**src/rtl/lrfb_pkg.sv**
```systemverilog
// shared types and constants of the led ring frame buffer
package lrfb_pkg;

    localparam int OP_W      = 3;
    localparam int RING_W    = 3;
    localparam int LED_W     = 6;
    localparam int COLOR_W   = 8;
    localparam int PIXEL_W   = 3 * COLOR_W;
    localparam int SIZE_W    = 7;
    localparam int SUM_W     = 10;
    localparam int CFG_IDX_W = 3;
    localparam int CFG_DATA_W = 8;
    localparam int SIZE_REGS = 5;
    localparam int RING_LIMIT = 64;

    localparam logic [OP_W-1:0] OP_SET_PIX  = 3'd0;
    localparam logic [OP_W-1:0] OP_WR_PIX   = 3'd1;
    localparam logic [OP_W-1:0] OP_RD_PIX   = 3'd2;
    localparam logic [OP_W-1:0] OP_FILL_ALL = 3'd3;
    localparam logic [OP_W-1:0] OP_FILL_RNG = 3'd4;
    localparam logic [OP_W-1:0] OP_RD_RNG   = 3'd5;
    localparam logic [OP_W-1:0] OP_ROT_L    = 3'd6;
    localparam logic [OP_W-1:0] OP_ROT_R    = 3'd7;

    localparam logic [CFG_IDX_W-1:0] CFG_RING0 = 3'd0;
    localparam logic [CFG_IDX_W-1:0] CFG_RING1 = 3'd1;
    localparam logic [CFG_IDX_W-1:0] CFG_RING2 = 3'd2;
    localparam logic [CFG_IDX_W-1:0] CFG_RING3 = 3'd3;
    localparam logic [CFG_IDX_W-1:0] CFG_RING4 = 3'd4;
    localparam logic [CFG_IDX_W-1:0] CFG_RED   = 3'd5;
    localparam logic [CFG_IDX_W-1:0] CFG_GREEN = 3'd6;
    localparam logic [CFG_IDX_W-1:0] CFG_BLUE  = 3'd7;

    localparam logic [SIZE_W-1:0] SIZE_RESET [SIZE_REGS] =
        '{7'd24, 7'd16, 7'd12, 7'd8, 7'd1};
    localparam logic [COLOR_W-1:0] DRAW_RESET = 8'd32;

    localparam logic [1:0] KIND_HOLD  = 2'd0;
    localparam logic [1:0] KIND_FILL  = 2'd1;
    localparam logic [1:0] KIND_ROT_L = 2'd2;
    localparam logic [1:0] KIND_ROT_R = 2'd3;

    typedef struct packed {
        logic [1:0]         kind;
        logic [SUM_W-1:0]   lo;
        logic [SUM_W-1:0]   hi;
        logic [PIXEL_W-1:0] data;
    } cell_ctrl_t;

endpackage

```
**src/rtl/lrfb_cell.sv**
```systemverilog
// one pixel cell of the store chain
module lrfb_cell import lrfb_pkg::*;
(
    input  logic               clk,
    input  logic               rst_n,
    input  cell_ctrl_t         ctrl,
    input  logic [SUM_W-1:0]   my_pos,
    input  logic [PIXEL_W-1:0] left_pix,
    input  logic [PIXEL_W-1:0] right_pix,
    output logic [PIXEL_W-1:0] pix
);

    logic [PIXEL_W-1:0] pix_reg;
    logic [PIXEL_W-1:0] pix_next;
    logic               in_range;
    logic               is_first;
    logic               is_last;

    assign in_range = (my_pos >= ctrl.lo) && (my_pos < ctrl.hi);
    assign is_first = (my_pos == ctrl.lo);
    assign is_last  = ((my_pos + SUM_W'(1)) == ctrl.hi);

    always_comb
    begin
        pix_next = pix_reg;
        if (in_range)
        begin
            unique case (ctrl.kind)
                KIND_HOLD:  pix_next = pix_reg;
                KIND_FILL:  pix_next = ctrl.data;
                KIND_ROT_L: pix_next = is_last ? ctrl.data : left_pix;
                KIND_ROT_R: pix_next = is_first ? ctrl.data : right_pix;
                default:    pix_next = pix_reg;
            endcase
        end
    end

    always_ff @(posedge clk or negedge rst_n)
    begin
        if (!rst_n)
        begin
            pix_reg <= '0;
        end
        else
        begin
            pix_reg <= pix_next;
        end
    end

    assign pix = pix_reg;

endmodule

```
**config.mk**
```make
export PLATFORM = sky130hd
export DESIGN_NAME = lrfb_cell
export DESIGN_NICKNAME = d
export VERILOG_FILES = /design/src/rtl/lrfb_pkg.sv /design/src/rtl/lrfb_cell.sv
export SDC_FILE = /design/constraint.sdc
export NUM_CORES = 1
export LEC_CHECK = 0
export BUFFER_PORTS_ARGS = -buffer_cell sky130_fd_sc_hd__buf_2
export CAP_MARGIN = 20
export CELL_PAD_IN_SITES_DETAIL_PLACEMENT = 1
export CELL_PAD_IN_SITES_GLOBAL_PLACEMENT = 1
export CORE_MARGIN = 10
export CORE_UTILIZATION = 38
export DETAILED_ROUTE_END_ITERATION = 10
export GPL_ROUTABILITY_DRIVEN = 0
export PLACE_DENSITY = 0.88
export SLEW_MARGIN = 10
export SYNTH_ARGS = -nofsm -noshare
export SYNTH_HDL_FRONTEND = slang
export SYNTH_SLANG_ARGS = --single-unit
```
**constraint.sdc**
```tcl
create_clock -name clk -period 1.8 [get_ports clk]
set_clock_uncertainty 0.15 [all_clocks]
set_input_delay 0.27 -clock clk [delete_from_list [all_inputs] [get_ports clk]]
set_output_delay 0.27 -clock clk [all_outputs]
set_load 0.05 [all_outputs]
```
==> Word level (Yosys, flattened, before mapping) <==
Index checks and enable logic that the tools add are counted.
{ "totals": {"out_inout_bits": 24, "ff_bits": 24, "input_bits": 106, "elab_cells": 16} }
{ "classes": {"bitwise": 1, "n_eq_ne": 5, "muxes": 3, "add_sub_neg": 1, "n_lt_le_gt_ge": 2, "reduce_logical": 3} }
{ "ops": {"columns": ["cell", "n"], "rows": [
  ["$pmux W24 S3", 1],
  ["$mux W24", 2],
  ["$eq A10 B10 Y1", 2],
  ["$add A10 B1 Y10 const B", 1],
  ["$ge A10 B10 Y1", 1],
  ["$lt A10 B10 Y1", 1],
  ["$eq A2 B2 Y1 const B", 2],
  ["$eq A2 B1 Y1 const B", 1],
  ["$logic_not A2 Y1", 1],
  ["$reduce_and A2 Y1", 1],
  ["$logic_and A1 B1 Y1", 1],
  ["$not A1 Y1", 1]
]} }

==> Longest topological paths before layout <==
{ "depth": {"depth_word": 4, "depth_mapped": 10, "ltp_nobuf": 8} }

==> Least setup slack after synthesis <==
OpenSTA, ideal clock, no wires.
{ "synth_path": {"path_kind": "input to register", "from": "input port ctrl[26] (netlist bit)", "to": "register pix_reg[10], in the netlist pix[10]", "setup_slack_ps": -413, "arrival_ps": 1981, "required_ps": 1568, "setup_time_ps": 82, "path_stages": 9, "path_buffers": 1, "path_cell_list": "inv_1 ha_1 and3b_1 a2111oi_0 o21a_1 o21a_1 clkbuf_1 a21oi_1 a31oi_1"} }
{ "synth_via": {"elab_chain_len": 3, "word_cells_on_any_way": 6, "classes_between": "order compare: 1; eq/ne: 1; mux: 2; reduce/logical: 2"} }
{ "synth_lines": {"columns": ["element", "line_no", "rtl"], "rows": [
  ["start, declared", "lrfb_cell.sv:6", "input cell_ctrl_t ctrl,"],
  ["$lt A10 B10 Y1 or $eq A10 B10 Y1 (tied branches)", "lrfb_cell.sv:19, lrfb_cell.sv:21", null],
  ["$logic_and A1 B1 Y1 or $mux W24 (tied branches)", "lrfb_cell.sv:19, lrfb_cell.sv:31", null],
  ["$reduce_and A2 Y1 (no source line) or $pmux W24 S3 (tied branches)", null, null],
  ["end signal, assigned", "lrfb_cell.sv:46", "pix_reg <= pix_next;"],
  ["end, declared", "lrfb_cell.sv:13", "logic [PIXEL_W-1:0] pix_reg;"]
]} }
Several ways; a longest one is shown, not always the timed one.
A chain may end at the register's enable or synchronous reset.

==> Final worst setup path <==
{ "layout_path": {"from": "input port ctrl[38] (netlist bit)", "to": "register pix_reg[3], in the netlist pix[3]"} }
{ "layout_via": {"elab_chain_len": 3, "word_cells_on_any_way": 6, "classes_between": "order compare: 1; eq/ne: 1; mux: 2; reduce/logical: 2"} }
{ "layout_lines": {"columns": ["element", "line_no"], "rows": [
  ["$ge A10 B10 Y1 or $eq A10 B10 Y1 (tied branches)", "lrfb_cell.sv:19, lrfb_cell.sv:20"],
  ["$logic_and A1 B1 Y1 or $mux W24 (tied branches)", "lrfb_cell.sv:19, lrfb_cell.sv:32"],
  ["$reduce_and A2 Y1 (no source line) or $pmux W24 S3 (tied branches)", null]
]} }
Several ways; a longest one is shown, not always the timed one.

==> results <==
- The final reports fail on setup timing.
- Setup violations remaining at the end of the flow were counted as 24.
- The final critical path takes up 150.7% of the cycle.
- The clock transition at the registers of the reported paths is 0.11 ns.
- The post-synthesis area per instance is between 8 and 9 µm².
- The post-route antenna net violation count is 0.
- The die span in y is about 110 µm.
- The port buffer count is ~130.
- The flow ran to the end, but the final reports show violations.
- The HPWL after detailed placement is around 11000 µm.
- The total congestion overflow after global routing is 0.
- The startpoint kind of the worst setup timing path is a primary input.
- The path class of the tightest hold or removal check is primary input to flop.
- The flip-flop count of the largest register, all copies and words added is 24.
- The hold violation total from the final report is 0.
- The area growth from synthesis to layout is 78.97%.
- The maximum achievable frequency is 368.6 MHz.
- The count of final max-slew check failures is 0.
- The wire length of the first global-routing pass is roughly 28000 µm.
- After synthesis, flip-flops and latches occupy between 20 and 25% of the total area.
- The overall routed net length is 25200 µm.
- The clock drives 24 sinks.
- The total power divided by cell area is around 840 nW/µm².
- The multi-input combinational cells in the finished layout cover a total of between 2000 and 3000 µm².
- The area taken by flip-flops and latches is between 600 and 700 µm².
- Measured against its own limit, the worst slew margin works out to 50.57%.
- The standard cell area after detailed placement is 4106 µm².
- The async set or reset register ratio after synthesis is between 90% and 100%.
- Of the cells placed in the final design, the portion with a size suffix greater than 1 is between 60% and 70%.
- The root cell of the clock tree is clkbuf_8.
- The detailed-route DRC error count is 0.
- The total clock buffers created by CTS is 3.
- The floorplan core area is between 7000 and 8000 µm².
- The routed layout has roughly 4900 vias.
- The per-cell routed wire length is roughly 40 µm.
- The number of non-filler instances in the completed layout is between 600 and 700.
- In this run the worst path has a maximum fanout of 10.
- The data arrival time at the worst-slack endpoint is around 2.8 ns.
- Adding up every negative setup slack in the final design gives -11.58 ns.
- Yosys printed 0 warnings.
- The most used flip-flop cell after synthesis is dfrtp_1.
- Setup repair after global routing could not meet its margin everywhere.
- IR analysis of the VDD net gives a maximum drop of 0.0003088 V.
- Entering global routing, the biggest net connects 45 pins.
- The area of the die is 11810 µm².
- The synthesized netlist occupies a cell area of 2987 µm².
- The startpoint-to-endpoint class of the critical path is primary input to flop.
- The commonest cells after synthesis are 28 x a21oi_1, 28 x a31oi_1, 24 x dfrtp_1, 24 x nor3_1.
- The initial antenna violation count is 4.
- The number of nets in the layout is ~650.
- Yosys attributes the largest share of cell area to dfrtp_1 20%, ha_1 8.8%, o211ai_2 8.4%, o2bb2ai_1 6.7%, a31oi_1 5.9%.
- The layout has around 820 filler cells.
- The finished cells cover between 5000 and 6000 µm².
- The share of the synthesized area in the top cell type is between 20 and 25%.
- The TritonCTS clock tree is done.
- After synthesis the netlist holds a flip-flop and latch count of 24.
- In this run, synthesis inferred 0 flip-flops with an integrated enable.
- The number of I/O pins is between 100 and 150.
- The die width is roughly 110 µm.
- The gate count after technology mapping is between 300 and 400.
- Setup slack on the critical path of the routed design comes to -0.9127 ns.
- The global-route total usage across every layer is 30.44%.
- The number of global-route vias before repair is 4696.
- The tool flagged a number of max-cap violations equal to 0.
- The number of nets in the synthesized netlist is 473.
- The number of detailed-routing iterations run before antenna repair is 5.
- At the worst endpoint, the required time is about 1.8 ns.
- The leakage power of the design is about 2.2 nW.
- The floorplan has 32 rows.
- Dividing the detail-routed via count by the number of cells gives just under 8.
- The number of cells in the design after placement is 596.
- The number of different library cells used by synthesis comes to 55.
- The worst setup path is captured at a flop.
- For the worst-skew pair, the clock arrives at the later sink with an insertion delay of a little under 0.3 ns.
- The slew at the pin with the worst max-slew slack is around 0.74 ns.
- The largest buffer count on any clock path is 2.
- In this run the number of H-tree levels came out at 1.
- The largest total area in the synthesized netlist belongs to dfrtp_1.
- The initial cell density of the core is around two fifths.
- The count of routing violations after the opening detailed-route iteration is 575.
- The final critical delay including setup and external delays is approximately 2.7 ns.
==> routing by layer <==
metal / GRT usage [%] / share of wire (%) / wire length (µm) / vias up
li1: - / - / - / 1758
met1: 32.09 / 30 / 7680 / 2292
met3: 7.847 / 13 / 3347 / 246
met5: 0 / 0 / 0 / -
met4: 17.51 / 11 / 2826 / 0
met2: 53.92 / 45 / 11350 / 615
==> power breakdown <==
group / internal [W] / switching [W]
sequential: 0.000754 / 0.000251
clock: 0.000299 / 0.000235
combinational: 0.000951 / 0.00201
==> worst max-delay path, cell delays in order <==
cell and delay [ns]:
buf_2 0.13, inv_1 0.09, ha_1 0.35, and4_4 0.23, a31oi_4 0.34, buf_6 0.21
a22oi_1 0.10, o2bb2ai_1 0.62, nor3_2 0.13, a31oi_2 0.27
==> path summary, 6_finish.rpt <==
kind,startpoint,endpoint,slack [ns],cells past startpoint
setup / recovery,ctrl[38],pix[3]$_DFFE_PN0P_,-0.91,10
hold / removal,left_pix[5],pix[5]$_DFFE_PN0P_,0.09,3
setup reg to reg,pix[1]$_DFFE_PN0P_,pix[1]$_DFFE_PN0P_,0.69,2
hold reg to reg,pix[14]$_DFFE_PN0P_,pix[14]$_DFFE_PN0P_,0.45,2
max in group asynchronous,rst_n,pix[3]$_DFFE_PN0P_,0.72,2
min in group asynchronous,rst_n,pix[15]$_DFFE_PN0P_,0.38,2
==> cells in the final DEF (no fill, tap or decap), types with 3 or more instances in the layout <==
cell type | netlist | final
buf_2 | 3 | 123
buf_4 | 3 | 38
dfrtp_1 | 24 | 24
nand4_1 | 23 | 23
o211ai_2 | 20 | 20
a31oi_1 | 28 | 19
buf_6 | 5 | 19
a22oi_1 | 23 | 18
inv_1 | 20 | 17
a21oi_2 | 0 | 15
nor3_2 | 0 | 14
o2bb2ai_1 | 23 | 14
ha_1 | 21 | 14
buf_12 | 0 | 10
o2bb2ai_2 | 0 | 9
a21oi_4 | 0 | 9
a31oi_2 | 0 | 7
ha_4 | 0 | 7
nand2_1 | 7 | 6
diode_2 | 0 | 5
and4_4 | 2 | 5
a22oi_2 | 0 | 5
nor3_1 | 24 | 5
nor3_4 | 0 | 5
o211ai_1 | 4 | 4
a21oi_1 | 28 | 4
xor2_2 | 0 | 4
xnor2_1 | 5 | 4
buf_16 | 0 | 4
clkbuf_16 | 0 | 4
and3_1 | 4 | 3
nand3_1 | 4 | 3
clkbuf_8 | 0 | 3
buf_8 | 2 | 3
==> what timing repair did <==
| item | 4_1_cts | 5_1_grt |
|---|---|---|
| buffers inserted | 6 | 7 |
| cloned | 5 | 5 |
| hold buffers | 1 | 0 |
| endpoints found under the hold margin | 24 | 0 |
| pin swaps | 46 | 15 |
| endpoints found under the setup margin | 24 | 24 |
| resized for setup | 105 | 66 |
==> through the flow <==
stage	setup slack (ns)	util [%]	power, W	hold WS (ns)
6_report	-0.9127	69.53	0.004496	0.09106
5_1_grt	-0.8189	69.50	0.004553	0.1104
4_1_cts	-0.1743	62.24	0.003792	0.1004
3_5_place_dp	-0.7319	53.42	0.003011	0.1461
3_3_place_gp	-0.5484	53.42	0.002931	0.1358
2_1_floorplan	-0.3010	-	0.002264	-0.1756
==> cell families after synthesis <==
kind of cell | after synthesis | synth area share (%)
AOI/OAI and AO/OA | 155 | 41.48
xor gates and xnor gates | 10 | 3.184
adders and majority gates | 21 | 8.798
buffers and inverters | 54 | 9.341
DFF | 24 | 20.11
muxes | 1 | 0.3352
and+or+nand+nor | 81 | 16.76
==> final cells by class <==
type	instances	share of cell area [%]
clock inverters	1	0.5618
diodes	5	0.2341
clock buffers	3	0.7725
well taps	102	2.388
inverters	22	1.779
multi-input cells	269	53.46
flip-flops and latches	24	11.24
repair buffers	202	29.56
Power figures use the tool's default switching activity.
